$ cat src/hdl/urfp_pkg.sv
`timescale 1ns / 1ps

package urfp_pkg;

   localparam int ByteWidth   = 8;
   localparam int DigitWidth  = 6;
   localparam int OffsetWidth = 6;
   localparam int MaskWidth   = 10;
   localparam int RangeWidth  = 34;
   localparam int NumRanges   = 4;

   localparam logic [ByteWidth-1:0] HeaderChar = 8'h6D;   // 'm'
   localparam logic [ByteWidth-1:0] CharZero   = 8'h30;   // '0'
   localparam logic [ByteWidth-1:0] CharNine   = 8'h39;
   localparam logic [ByteWidth-1:0] CharLowA   = 8'h61;   // 'a'
   localparam logic [ByteWidth-1:0] CharLowZ   = 8'h7A;
   localparam logic [ByteWidth-1:0] CharUpA    = 8'h41;   // 'A'
   localparam logic [ByteWidth-1:0] CharUpZ    = 8'h5A;
   localparam logic [DigitWidth-1:0] LetterBase = 6'd10;

   // frame offsets, header byte is offset 0
   localparam logic [OffsetWidth-1:0] OffType     = 6'd1;
   localparam logic [OffsetWidth-1:0] OffMaskHi   = 6'd3;
   localparam logic [OffsetWidth-1:0] OffMaskLo   = 6'd4;
   localparam logic [OffsetWidth-1:0] OffTag      = 6'd60;
   localparam logic [OffsetWidth-1:0] OffAnchor   = 6'd62;
   localparam logic [OffsetWidth-1:0] OffLast     = 6'd63;
   localparam int                     RangeFirst  = 6;
   localparam int                     RangeStride = 9;
   localparam int                     RangeDigits = 8;

   localparam int RspFieldBits = ByteWidth + MaskWidth + NumRanges * RangeWidth
                                 + 2 * DigitWidth;
   localparam int RspDataWidth = ((RspFieldBits + 7) / 8) * 8;

   typedef struct packed {
      logic [DigitWidth-1:0]  anchor_id;
      logic [DigitWidth-1:0]  tag_id;
      logic [RangeWidth-1:0]  range_three;
      logic [RangeWidth-1:0]  range_two;
      logic [RangeWidth-1:0]  range_one;
      logic [RangeWidth-1:0]  range_zero;
      logic [MaskWidth-1:0]   anchor_mask;
      logic [ByteWidth-1:0]   msg_type;
   } report_type;

   typedef struct packed {
      logic                   in_frame;
      logic                   frame_last;
      logic [OffsetWidth-1:0] offset;
   } core_status_type;

   function automatic logic [DigitWidth-1:0] char_value(input logic [ByteWidth-1:0] c);
      logic [DigitWidth-1:0] v;
      v = '0;
      if (c >= CharZero && c <= CharNine) begin
         v = DigitWidth'(c - CharZero);
      end else if (c >= CharLowA && c <= CharLowZ) begin
         v = DigitWidth'(c - CharLowA) + LetterBase;
      end else if (c >= CharUpA && c <= CharUpZ) begin
         v = DigitWidth'(c - CharUpA) + LetterBase;
      end
      return v;
   endfunction

endpackage

$ cat src/hdl/uwb_ascii_range_frame_parser.sv
`timescale 1ns / 1ps

// ASCII range-report frame parser.
// Slave stream req_*: one received character per request in req_tdata[7:0].
// Bytes are dropped until an 'm'; that byte and the 63 that follow form a
// frame, and after the last one a single report request goes out on rsp_*.
// The report carries the type byte, the two-digit anchor mask, four
// eight-digit ranges (integers, units of 0.001), the tag id and anchor id.
// Throughput: one byte per cycle, except while the last frame byte waits for
// the report register; set by the update of the frame accumulators between
// the input register and the report register. rsp_tvalid rises once the last
// frame byte has been taken into the input register and the report register
// has then loaded the report.
// A stalled report is held in the report register while the next frame is
// collected; only the last byte of that next frame waits for rsp_tready.
// Reset (synchronous, active high) empties both registers and returns the
// parser to hunting with all fields cleared.
module uwb_ascii_range_frame_parser (
   input  logic                              clock,
   input  logic                              reset,
   input  logic                              req_tvalid,
   output logic                              req_tready,
   input  logic [7:0]                        req_tdata,  // [7:0] rx_byte
   output logic                              rsp_tvalid,
   input  logic                              rsp_tready,
   // [7:0] msg_type, [17:8] anchor_mask, [51:18] range_zero,
   // [85:52] range_one, [119:86] range_two, [153:120] range_three,
   // [159:154] tag_id, [165:160] anchor_id, [167:166] zero
   output logic [urfp_pkg::RspDataWidth-1:0] rsp_tdata
);
   import urfp_pkg::*;

   logic                 in_valid_ff, in_valid_in;
   logic [ByteWidth-1:0] in_byte_ff, in_byte_in;
   logic                 step;
   logic                 report_load;
   report_type           report;
   report_type           rsp_report;
   core_status_type      status;

   // the last byte of a frame waits until the report register has room
   assign step        = in_valid_ff && (!status.frame_last || !rsp_tvalid || rsp_tready);
   assign report_load = step && status.frame_last;
   assign req_tready  = !in_valid_ff || step;

   always_comb begin
      in_valid_in = in_valid_ff;
      in_byte_in  = in_byte_ff;
      if (req_tready) begin
         in_valid_in = req_tvalid;
         in_byte_in  = req_tdata;
      end
   end

   always_ff @(posedge clock) begin
      if (reset) begin
         in_valid_ff <= 1'b0;
      end else begin
         in_valid_ff <= in_valid_in;
      end
      in_byte_ff <= in_byte_in;
   end

   urfp_parse_core u_core (
      .clock   (clock),
      .reset   (reset),
      .step    (step),
      .rx_byte (in_byte_ff),
      .report  (report),
      .status  (status)
   );

   urfp_rsp_reg u_rsp (
      .clock      (clock),
      .reset      (reset),
      .load       (report_load),
      .report     (report),
      .rsp_tready (rsp_tready),
      .rsp_tvalid (rsp_tvalid),
      .rsp_report (rsp_report)
   );

   assign rsp_tdata = {{(RspDataWidth - RspFieldBits){1'b0}}, rsp_report};

   a_no_overwrite: assert property (@(posedge clock) disable iff (reset)
      report_load |-> (!rsp_tvalid || rsp_tready))
      else $error("report register overwritten while full");

   a_hunt_after_report: assert property (@(posedge clock) disable iff (reset)
      report_load |=> (!status.in_frame && rsp_tvalid))
      else $error("parser still in frame after report");

   a_hunt_offset: assert property (@(posedge clock) disable iff (reset)
      !status.in_frame |-> (status.offset == '0))
      else $error("nonzero offset while hunting");

   a_stall_cause: assert property (@(posedge clock) disable iff (reset)
      (in_valid_ff && !req_tready) |-> (status.frame_last && rsp_tvalid && !rsp_tready))
      else $error("input stalled without a pending report");

endmodule

$ cat src/hdl/urfp_parse_core.sv
`timescale 1ns / 1ps

module urfp_parse_core (
   input  logic                          clock,
   input  logic                          reset,
   input  logic                          step,
   input  logic [urfp_pkg::ByteWidth-1:0] rx_byte,
   output urfp_pkg::report_type          report,
   output urfp_pkg::core_status_type     status
);
   import urfp_pkg::*;

   logic                   in_frame_ff, in_frame_in;
   logic [OffsetWidth-1:0] offset_ff, offset_in;
   logic [ByteWidth-1:0]   type_ff, type_in;
   logic [MaskWidth-1:0]   mask_ff, mask_in;
   logic [RangeWidth-1:0]  range_ff [NumRanges];
   logic [RangeWidth-1:0]  range_in [NumRanges];
   logic [DigitWidth-1:0]  tag_ff, tag_in;
   logic [DigitWidth-1:0]  anchor_ff, anchor_in;
   logic [NumRanges-1:0]   range_hit;
   logic [DigitWidth-1:0]  digit;
   logic                   frame_last;

   assign digit      = char_value(rx_byte);
   assign frame_last = in_frame_ff && (offset_ff == OffLast);

   always_comb begin
      for (int k = 0; k < NumRanges; k++) begin
         range_hit[k] = (offset_ff >= OffsetWidth'(RangeFirst + RangeStride * k)) &&
                        (offset_ff <  OffsetWidth'(RangeFirst + RangeStride * k + RangeDigits));
      end
   end

   always_comb begin
      in_frame_in = in_frame_ff;
      offset_in   = offset_ff;
      type_in     = type_ff;
      mask_in     = mask_ff;
      range_in    = range_ff;
      tag_in      = tag_ff;
      anchor_in   = anchor_ff;
      if (step) begin
         if (!in_frame_ff) begin
            if (rx_byte == HeaderChar) begin
               in_frame_in = 1'b1;
               offset_in   = OffType;
               type_in     = '0;
               mask_in     = '0;
               tag_in      = '0;
               anchor_in   = '0;
               for (int k = 0; k < NumRanges; k++) begin
                  range_in[k] = '0;
               end
            end
         end else begin
            unique case (offset_ff) inside
               OffType:              type_in   = rx_byte;
               OffMaskHi, OffMaskLo: mask_in   = {mask_ff[MaskWidth-5:0], 4'b0000}
                                                 + MaskWidth'(digit);
               OffTag:               tag_in    = digit;
               OffAnchor:            anchor_in = digit;
               default: begin
                  for (int k = 0; k < NumRanges; k++) begin
                     if (range_hit[k]) begin
                        range_in[k] = {range_ff[k][RangeWidth-5:0], 4'b0000}
                                      + RangeWidth'(digit);
                     end
                  end
               end
            endcase
            if (frame_last) begin
               in_frame_in = 1'b0;
               offset_in   = '0;
            end else begin
               offset_in = offset_ff + 1'b1;
            end
         end
      end
   end

   always_ff @(posedge clock) begin
      if (reset) begin
         in_frame_ff <= 1'b0;
         offset_ff   <= '0;
         type_ff     <= '0;
         mask_ff     <= '0;
         tag_ff      <= '0;
         anchor_ff   <= '0;
         for (int k = 0; k < NumRanges; k++) begin
            range_ff[k] <= '0;
         end
      end else begin
         in_frame_ff <= in_frame_in;
         offset_ff   <= offset_in;
         type_ff     <= type_in;
         mask_ff     <= mask_in;
         tag_ff      <= tag_in;
         anchor_ff   <= anchor_in;
         range_ff    <= range_in;
      end
   end

   // offset 63 updates no field, so the held values are the report
   always_comb begin
      report.msg_type    = type_ff;
      report.anchor_mask = mask_ff;
      report.range_zero  = range_ff[0];
      report.range_one   = range_ff[1];
      report.range_two   = range_ff[2];
      report.range_three = range_ff[3];
      report.tag_id      = tag_ff;
      report.anchor_id   = anchor_ff;
   end

   assign status.in_frame   = in_frame_ff;
   assign status.frame_last = frame_last;
   assign status.offset     = offset_ff;

endmodule

$ cat src/hdl/urfp_rsp_reg.sv
`timescale 1ns / 1ps

module urfp_rsp_reg (
   input  logic                 clock,
   input  logic                 reset,
   input  logic                 load,
   input  urfp_pkg::report_type report,
   input  logic                 rsp_tready,
   output logic                 rsp_tvalid,
   output urfp_pkg::report_type rsp_report
);
   import urfp_pkg::*;

   logic       valid_ff, valid_in;
   report_type data_ff, data_in;

   always_comb begin
      valid_in = valid_ff;
      data_in  = data_ff;
      if (valid_ff && rsp_tready) begin
         valid_in = 1'b0;
      end
      if (load) begin
         valid_in = 1'b1;
         data_in  = report;
      end
   end

   always_ff @(posedge clock) begin
      if (reset) begin
         valid_ff <= 1'b0;
      end else begin
         valid_ff <= valid_in;
      end
      data_ff <= data_in;
   end

   assign rsp_tvalid = valid_ff;
   assign rsp_report = data_ff;

endmodule

$ cat config.mk
export PLATFORM = sky130hd
export DESIGN_NAME = uwb_ascii_range_frame_parser
export DESIGN_NICKNAME = d
export VERILOG_FILES = /design/src/hdl/urfp_pkg.sv /design/src/hdl/uwb_ascii_range_frame_parser.sv /design/src/hdl/urfp_parse_core.sv /design/src/hdl/urfp_rsp_reg.sv
export SDC_FILE = /design/constraint.sdc
export NUM_CORES = 1
export LEC_CHECK = 0
export ABC_AREA = 1
export BUFFER_PORTS_ARGS = -buffer_cell sky130_fd_sc_hd__buf_2
export CORE_ASPECT_RATIO = 1.2
export CORE_UTILIZATION = 53
export CTS_CLUSTER_DIAMETER = 100
export DETAILED_ROUTE_END_ITERATION = 10
export PLACE_DENSITY = 0.86
export RECOVER_POWER = 50
export REMOVE_ABC_BUFFERS = 1
export SLEW_MARGIN = 15
export SYNTH_ARGS = -nofsm -noshare
export SYNTH_HDL_FRONTEND = slang
export SYNTH_HIERARCHICAL = 1
export SYNTH_SLANG_ARGS = --single-unit
$ cat constraint.sdc
create_clock -name clock -period 17.1 [get_ports clock]
set_input_delay 5.13 -clock clock [delete_from_list [all_inputs] [get_ports clock]]
set_output_delay 5.13 -clock clock [all_outputs]
set_load 0.1 [all_outputs]
==> flow_metrics.tcl, run 1 <==
set metrics [dict create \
    pin_count 182 \
    grt_use_total_pct 25.3 \
    htreeDepth 2 \
    power-per-cell-area_nw_per_um2 93.6 \
    grt_pass1_wl_um 62000 \
    grt_pass1_vias 12416 \
    gp_congestion 0.930 \
    vias_per_cell 5.62 \
    p_leak_nw 6.03 \
    cts.sinks 349 \
    ir_drop_v 0.0000798 \
    hold_viol 0 \
    top_layer "met4" \
    n_antenna_cell 0 \
    worst_pin_slew_ns 2.66 \
    violations "capacitance limit, slew limit" \
    antenna_found_initial 0 \
    slew_headroom_pct -77.3 \
    fin_nets 1989 \
    layout_min_cycle_time_ns 11.27 \
    final-setup-viol-count 0 \
    grt_setup_unrepaired "no" \
    cp_max_fo 10 \
    crit_arrival_ns 6.14 \
    fill_cells 2445 \
    clk_path_buf_depth 3 \
    cts_tree "built" \
    synth_area_um2 15800 \
    fp.dieW_um 159 \
    cp.required_ns 11.97 \
    io_buffers 179 \
    synthCells 1786 \
    timing.max_cap.violations 3 \
    dp_slack_ns 5.93 \
    wl_um 39000 \
    dr_total_vias 13256 \
    die_area_um2 30400 \
    area_growth_pct 13.7 \
    yosysWarnings 6 \
    die_y_um 191 \
    status "finished with violations" \
    fp.coreArea_um2 29000 \
    fmax_mhz 88.7 \
    clk_latency_ns 0.51 \
    cp-end-kind "output port" \
    drc_errors 0 \
    worst_clock_skew_ns 0.0181 \
    cts_setup_buffers 0 \
    wl_met3_um 2880 \
    numCtsBuffers 34 \
    drtAntennaViolNets 0 \
    overflow 0 \
    cts_hold_buf 0 \
    avgSynthCellArea_um2 8.82 \
    met2WireLength_um 19300 \
    drive_above_1_share_pct 11.4 \
    period_share_pct 65.9 \
    routedLengthMet1_um 15600 \
    initial_core_util_pct 54.3 \
    critPathKind "in -> out" \
    dr.pass1.iters 5 \
    worst_slack_ns 5.83 \
    row_count 68 \
    drt_iter0_drc 917 \
    hpwl_um 26200 \
    startpoint_type "input pin" \
    whs_ns 0.428 \
    drv_slew 152 \
    grt_max_degree 76 \
    wire_per_inst_um 16.5 \
    root_buffer "clkbuf_16" \
    hp-class "reg -> reg" \
    ctsResizeCount 0 \
    clkTransAtPathRegs_ns 0.06 \
]
-- power breakdown --
part | total [mW] | leakage, nW | switching (mW) | internal (mW)
registers | 0.874 | 2.77 | 0.00250 | 0.871
clock network | 0.776 | 0.577 | 0.305 | 0.472
logic | 0.0267 | 2.68 | 0.0204 | 0.00627
total | 1.68 | 6.03 | 0.327 | 1.35
-- final cells by class --
class	instances	area, um2	share of cell area [%]
Sequential cell	349	8730	48.7
Clock inverter	12	169	0.943
Tap cell	385	482	2.69
Clock buffer	49	1010	5.63
Timing Repair Buffer	185	848	4.73
Multi-Input combinational cell	1198	6000	33.5
Inverter	181	682	3.81
-- critical path, cell delays in order --
cell	delay, ns
buf_2	0.10
inv_1	0.08
nand4_1	0.37
buf_2	0.45
-- placed cells by master (no fill, tap or decap), types with 8 or more instances in the layout --
| cell type | count |
|---|---|
| nand2_1 | 404 |
| nand4_1 | 48 |
| inv_1 | 171 |
| nand3_1 | 119 |
| ha_1 | 23 |
| edfxtp_1 | 174 |
| inv_2 | 8 |
| o21ai_0 | 92 |
| clkbuf_8 | 8 |
| dfxtp_1 | 174 |
| xnor2_1 | 9 |
| buf_2 | 111 |
| clkbuf_1 | 76 |
| nor3_1 | 61 |
| xor2_1 | 20 |
| clkbuf_16 | 35 |
| nor2_1 | 121 |
| nand3b_1 | 10 |
| a21oi_1 | 189 |
| or2_2 | 17 |
-- registers in the layout, indices dropped and copies added, names as in the netlist, 6 cells and up --
register and count:
u_rsp/rsp_report 166, u_core/report 136, u_core/mask_ff 10, in_byte_ff 8, u_core/type_ff 8, u_core/anchor_ff 6
u_core/offset_ff 6, u_core/tag_ff 6
-- metal layers --
metal,global-route usage [%],vias up
li1,-,6363
met1,30.8,6212
met2,45.2,583
met3,4.00,98
met4,9.62,0
met5,0,-
-- metrics by stage --
step	area [um2]	cells	util, %	power, mW	TNS [ns]
6_report	17900	2359	61.8	1.68	0
5_1_grt	17900	2359	61.8	1.73	0
4_1_cts	18000	2359	62.2	1.69	0
3_5_place_dp	16900	2298	58.1	0.919	0
3_3_place_gp	16900	2298	58.1	0.918	0
2_1_floorplan	15400	1728	-	0.906	-137.95
-- path summary, 6_finish.rpt --
| path | start | depth (start not counted) | slack, ns | to |
|---|---|---|---|---|
| max | rsp_tready | 4 | 5.83 | req_tready |
| min | u_core/report[51]$_SDFFE_PP0P_ | 0 | 0.43 | u_rsp/rsp_report[51]$_DFFE_PP_ |
| max reg2reg | u_core/offset_ff[2]$_SDFFE_PP0P_ | 10 | 12.25 | u_rsp/rsp_report[70]$_DFFE_PP_ |
| min reg2reg | u_core/report[51]$_SDFFE_PP0P_ | 0 | 0.43 | u_rsp/rsp_report[51]$_DFFE_PP_ |
Note: power is estimated with default switching activity, not from simulation.
==> run 2, diff against run 1 <==
--- a/config.mk
+++ b/config.mk
@@ -5,13 +5,13 @@
 export SDC_FILE = /design/constraint.sdc
 export NUM_CORES = 1
 export LEC_CHECK = 0
-export ABC_AREA = 1
+export ABC_AREA = 0
 export BUFFER_PORTS_ARGS = -buffer_cell sky130_fd_sc_hd__buf_2
 export CORE_ASPECT_RATIO = 1.2
-export CORE_UTILIZATION = 53
+export CORE_UTILIZATION = 58
 export CTS_CLUSTER_DIAMETER = 100
 export DETAILED_ROUTE_END_ITERATION = 10
-export PLACE_DENSITY = 0.86
+export PLACE_DENSITY = 0.9
 export RECOVER_POWER = 50
 export REMOVE_ABC_BUFFERS = 1
 export SLEW_MARGIN = 15
==> constraint.sdc (replaced) <==
create_clock -name clock -period 10.8 [get_ports clock]
set_input_delay 3.24 -clock clock [delete_from_list [all_inputs] [get_ports clock]]
set_output_delay 3.24 -clock clock [all_outputs]
set_load 0.1 [all_outputs]
==> run 2 against run 1 <==
The flow still finishes with violations (capacitance limit, slew limit). Global-route usage down 0.42 points. Via count down 22%. Final area down 8.3%. Clock skew fell by 0.0011 ns. Largest cell class unchanged. Highest routed layer unchanged.
==> flow_metrics.tcl, run 2 <==
set metrics [dict create \
    layout.cells.non_filler 1767 \
    drv_slew 31 \
    drt_iter0_drc 839 \
    ctsResizeCount 0 \
    grt_max_degree 82 \
    fin_nets 1462 \
    grt_pass1_vias 9817 \
    hold_viol 0 \
    antenna_found_initial 0 \
    design_area_um2 16400 \
    startpoint_type "input pin" \
    cts_setup_buffers 0 \
    final_common_cell "dfxtp_1" \
    fmax_mhz 133 \
    wire_per_inst_um 18.0 \
    critPathLaunch "rsp_tready" \
    numPlacedInstances 1706 \
    cp_max_fo 10 \
    synthCells 1247 \
    reg2reg_depth 6 \
    worst_hold_path.num_cells 0 \
    yosysWarnings 6 \
    overflow 0 \
    numCtsBuffers 34 \
    synth_area_um2 14300 \
    seqCellArea_um2 8730 \
    r2r_start "u_core/offset_ff[1]$_SDFFE_PP0P_" \
    initial_core_util_pct 59.4 \
    dr.pass1.iters 6 \
    htreeDepth 2 \
    r2r-end "u_rsp/rsp_report[48]$_DFFE_PP_" \
    multi_input_area_um2 5180 \
    die_y_um 174 \
    status "finished with violations" \
    worst_pin_slew_ns 2.68 \
    cts_hold_buf 0 \
    dpl_cell_area_um2 15500 \
    cts_tree "built" \
    pin_count 182 \
    final-setup-viol-count 0 \
    grt_setup_unrepaired "no" \
    worst_slack_ns 3.26 \
    clk_latency_ns 0.51 \
    p_leak_nw 5.21 \
    cp.required_ns 7.56 \
    worst_clock_skew_ns 0.0171 \
    n_antenna_cell 0 \
    vias_per_cell 5.82 \
    cp-end-kind "output port" \
    fp.dieW_um 145 \
    fp.coreArea_um2 24100 \
    whs_ns 0.428 \
    period_share_pct 69.8 \
    power-per-cell-area_nw_per_um2 161 \
    avgSynthCellArea_um2 11.5 \
    dr_total_vias 10288 \
    cts.sinks 349 \
    crit_arrival_ns 4.30 \
    ir_drop_v 0.000113 \
    r2r_setup_slack_ns 5.84 \
    drtAntennaViolNets 0 \
    timing.max_cap.violations 1 \
    layout_min_cycle_time_ns 7.54 \
    hp-start "u_core/anchor_ff[1]$_SDFFE_PP0P_" \
    drc_errors 0 \
    whs_endpoint "u_rsp/rsp_report[161]$_DFFE_PP_" \
    violations "capacitance limit, slew limit" \
    clk_path_buf_depth 3 \
    grt_use_total_pct 24.9 \
    fill_cells 1731 \
    slew_headroom_pct -79.4 \
    io_buffers 179 \
    root_buffer "clkbuf_16" \
    gp_congestion 0.857 \
    hp-class "reg -> reg" \
    row_count 62 \
    largest_reg_flops 166 \
    die_area_um2 25300 \
    critPathKind "in -> out" \
    final_cell_mix "dfxtp_1, edfxtp_1, nand2_1, clkbuf_1, nor2_1" \
    dp_slack_ns 3.53 \
    drive_above_1_share_pct 9.54 \
    hpwl_um 20800 \
    postLayoutCoreUtil_pct 68.1 \
    area_growth_pct 14.7 \
    wl_um 31800 \
    clkTransAtPathRegs_ns 0.06 \
    grt_pass1_wl_um 50300 \
]
-- run 2: cell types whose count changed in the layout (fill, tap and decap cells not counted), moves of 20 or more --
cell	before	now
nor3_1	61	17
xnor2_1	9	46
xor2_1	20	76
nand2_1	404	141
buf_2	111	43
a22oi_1	2	27
inv_1	171	42
o21ai_1	3	25
o21ai_0	92	59
clkbuf_1	76	140
o2bb2ai_1	0	20
nand3_1	119	54
nor2_1	121	94
a21oi_1	189	38
-- run 2: worst max path at each step --
stage / end / slack, ns / depth (start not counted)
5_1_grt: req_tready / 3.13 / 3
4_1_cts: req_tready / 3.53 / 3
3_3_place_gp: req_tready / 3.54 / 3
3_5_place_dp: req_tready / 3.53 / 3
2_1_floorplan: u_rsp/rsp_tvalid$_SDFFE_PP0P_ / -0.1 / 4
6_report: req_tready / 3.26 / 3
-- run 2: per-stage QoR --
step / TNS, ns / total power [mW]
after floorplan: -11.88 / 1.43
after global placement: 0 / 1.45
after detailed placement: 0 / 1.45
after CTS: 0 / 2.67
after global routing: 0 / 2.72
final: 0 / 2.65
-- run 2: area by class of cell --
type | count | share of cell area (%)
Clock buffer | 43 | 5.83
Clock inverter | 18 | 1.29
Inverter | 42 | 0.959
Multi-Input combinational cell | 807 | 31.5
Sequential cell | 349 | 53.1
Tap cell | 320 | 2.44
Timing Repair Buffer | 188 | 4.85
-- run 2: routing by layer --
layer	routed length, um	global-route usage, %
met1	12300	29.6
met2	16200	43.6
met3	1890	4.09
met4	1370	12.7
met5	0	0
-- run 2: power by group --
part,switching [mW],internal (mW)
Combinational,0.0283,0.0103
Clock,0.481,0.749
Sequential,0.00402,1.38
Total,0.514,2.14
-- run 2: worst max-delay path: stages --
cell and delay (ns):
clkbuf_1 0.11, nand4b_1 0.48, buf_2 0.46
==> run 3, diff against run 2 <==
--- a/config.mk
+++ b/config.mk
@@ -5,13 +5,13 @@
 export SDC_FILE = /design/constraint.sdc
 export NUM_CORES = 1
 export LEC_CHECK = 0
-export ABC_AREA = 0
+export ABC_AREA = 1
 export BUFFER_PORTS_ARGS = -buffer_cell sky130_fd_sc_hd__buf_2
 export CORE_ASPECT_RATIO = 1.2
-export CORE_UTILIZATION = 58
+export CORE_UTILIZATION = 53
 export CTS_CLUSTER_DIAMETER = 100
 export DETAILED_ROUTE_END_ITERATION = 10
-export PLACE_DENSITY = 0.9
+export PLACE_DENSITY = 0.86
 export RECOVER_POWER = 50
 export REMOVE_ABC_BUFFERS = 1
 export SLEW_MARGIN = 15
==> constraint.sdc (replaced) <==
create_clock -name clock -period 6.1 [get_ports clock]
set_input_delay 1.83 -clock clock [delete_from_list [all_inputs] [get_ports clock]]
set_output_delay 1.83 -clock clock [all_outputs]
set_load 0.1 [all_outputs]
==> run 3 against run 2 <==
The run still ends with capacitance limit, slew limit left. Critical path type unchanged. Largest power group unchanged. Via count increased by 29%. Worst setup slack got worse by 1.8 ns. First-iteration DRC count increased by 25%. Count of clock-buffer cells in the layout increased by 5. Critical path depth increased by 1.
==> flow_metrics.tcl, run 3 (synthesized netlist as in run 1, its figures left out) <==
set metrics [dict create \
    final_cell_mix "nand2_1, a21oi_1, buf_2, edfxtp_1, dfxtp_1" \
    seqPwrFrac_pct 51.4 \
    routedLengthMet1_um 15200 \
    cp_common_cell "buf_2" \
    p_comb_share_pct 1.6 \
    initial_core_util_pct 54.3 \
    switching_share_pct 19.6 \
    clk_latency_ns 0.52 \
    overflow 0 \
    hp-class "reg -> reg" \
    drive_above_1_share_pct 14.9 \
    grt_pass1_wl_um 60200 \
    vias_per_cell 5.61 \
    fp.dieW_um 159 \
    design_area_um2 18000 \
    cp.required_ns 4.27 \
    cts_hold_buf 0 \
    slowest_stage "buf_2" \
    p_sw_mw 0.932 \
    power-per-cell-area_nw_per_um2 264 \
    numPlacedInstances 2297 \
    gp_congestion 0.964 \
    fmax_mhz 214 \
    grt_setup_unrepaired "no" \
    dp_slack_ns 1.54 \
    die_y_um 191 \
    drv_slew 223 \
    largest_reg_flops 166 \
    period_share_pct 76.4 \
    hpwl_um 25500 \
    grt_max_degree 127 \
    fin_nets 1990 \
    drc_errors 0 \
    die_area_um2 30400 \
    fill_cells 2402 \
    path_cells "buf_2 -> inv_1 -> nand4_1 -> buf_2" \
    slew_headroom_pct -105 \
    intPower_mw 3.83 \
    wl_met3_um 2840 \
    root_buffer "clkbuf_16" \
    pwr-share-clk_pct 47.0 \
    startpoint_type "input pin" \
    cp-end-kind "output port" \
    slowest_delay_ns 0.45 \
    dpl_cell_area_um2 16900 \
    postLayoutCoreUtil_pct 62.1 \
    final_common_cell "nand2_1" \
    cp_max_fo 10 \
    violations "capacitance limit, slew limit" \
    worst_pin_slew_ns 3.08 \
    htreeDepth 2 \
    worst_clock_skew_ns 0.0175 \
    numCtsBuffers 36 \
    grt_pass1_vias 12381 \
    final-setup-viol-count 0 \
    fp.coreArea_um2 29000 \
    antenna_found_initial 0 \
    hold_viol 0 \
    pin_count 182 \
    io_buffers 179 \
    top_layer "met4" \
    grt_use_total_pct 24.6 \
    whs_ns 0.430 \
    clk_path_buf_depth 3 \
    final.setup.tns_ns 0 \
    cts.sinks 349 \
    area_growth_pct 14.4 \
    clkTransAtPathRegs_ns 0.06 \
    dr_total_vias 13253 \
    met2WireLength_um 18600 \
    wl_um 38000 \
    n_antenna_cell 0 \
    crit_arrival_ns 2.83 \
    timing.max_cap.violations 3 \
    finalPower_mw 4.76 \
    drtAntennaViolNets 0 \
    wire_per_inst_um 16.1 \
    ctsResizeCount 0 \
    p_leak_nw 6.17 \
    layout_min_cycle_time_ns 4.66 \
    status "finished with violations" \
    ir_drop_v 0.000277 \
    critPathKind "in -> out" \
    cts_tree "built" \
    row_count 68 \
    layout.cells.non_filler 2361 \
    r2r_setup_slack_ns 1.71 \
    dr.pass1.iters 6 \
    worst_slack_ns 1.44 \
    cts_setup_buffers 0 \
    drt_iter0_drc 1051 \
]
[run 3: power by group through the flow]
stage                     Sequential, mW  Clock [mW]  Combinational [mW]
after floorplan                     2.50           0              0.0417
after global placement              2.50           0              0.0712
after detailed placement            2.50           0              0.0740
after CTS                           2.45        2.28              0.0741
after global routing                2.45        2.37              0.0815
final                               2.45        2.24              0.0739
[run 3: critical path: cells and delay by family]
kind	cells	cell delay, ns
buffers and inverters	3	0.63
AND/OR/NAND/NOR	1	0.37
[run 3: area by class of cell]
type,instances,area (um2),share of cell area [%]
Clock buffer,48,1010,5.59
Sequential cell,349,8730,48.4
Multi-Input combinational cell,1198,6000,33.3
Tap cell,385,482,2.67
Timing Repair Buffer,184,923,5.12
Clock inverter,16,206,1.15
Inverter,181,682,3.78
[run 3: path summary, 6_finish.rpt]
check,from,endpoint,cells past startpoint
setup reg to reg,u_core/offset_ff[1]$_SDFFE_PP0P_,u_rsp/rsp_report[55]$_DFFE_PP_,8
setup / recovery,rsp_tready,req_tready,4
hold reg to reg,u_core/report[51]$_SDFFE_PP0P_,u_rsp/rsp_report[51]$_DFFE_PP_,0
hold / removal,u_core/report[51]$_SDFFE_PP0P_,u_rsp/rsp_report[51]$_DFFE_PP_,0
[run 3: layer usage]
layer,vias up,global-route usage (%)
met1,6126,29.5
met2,628,43.1
li1,6385,-
met5,-,0
met3,114,3.98
met4,0,11.9
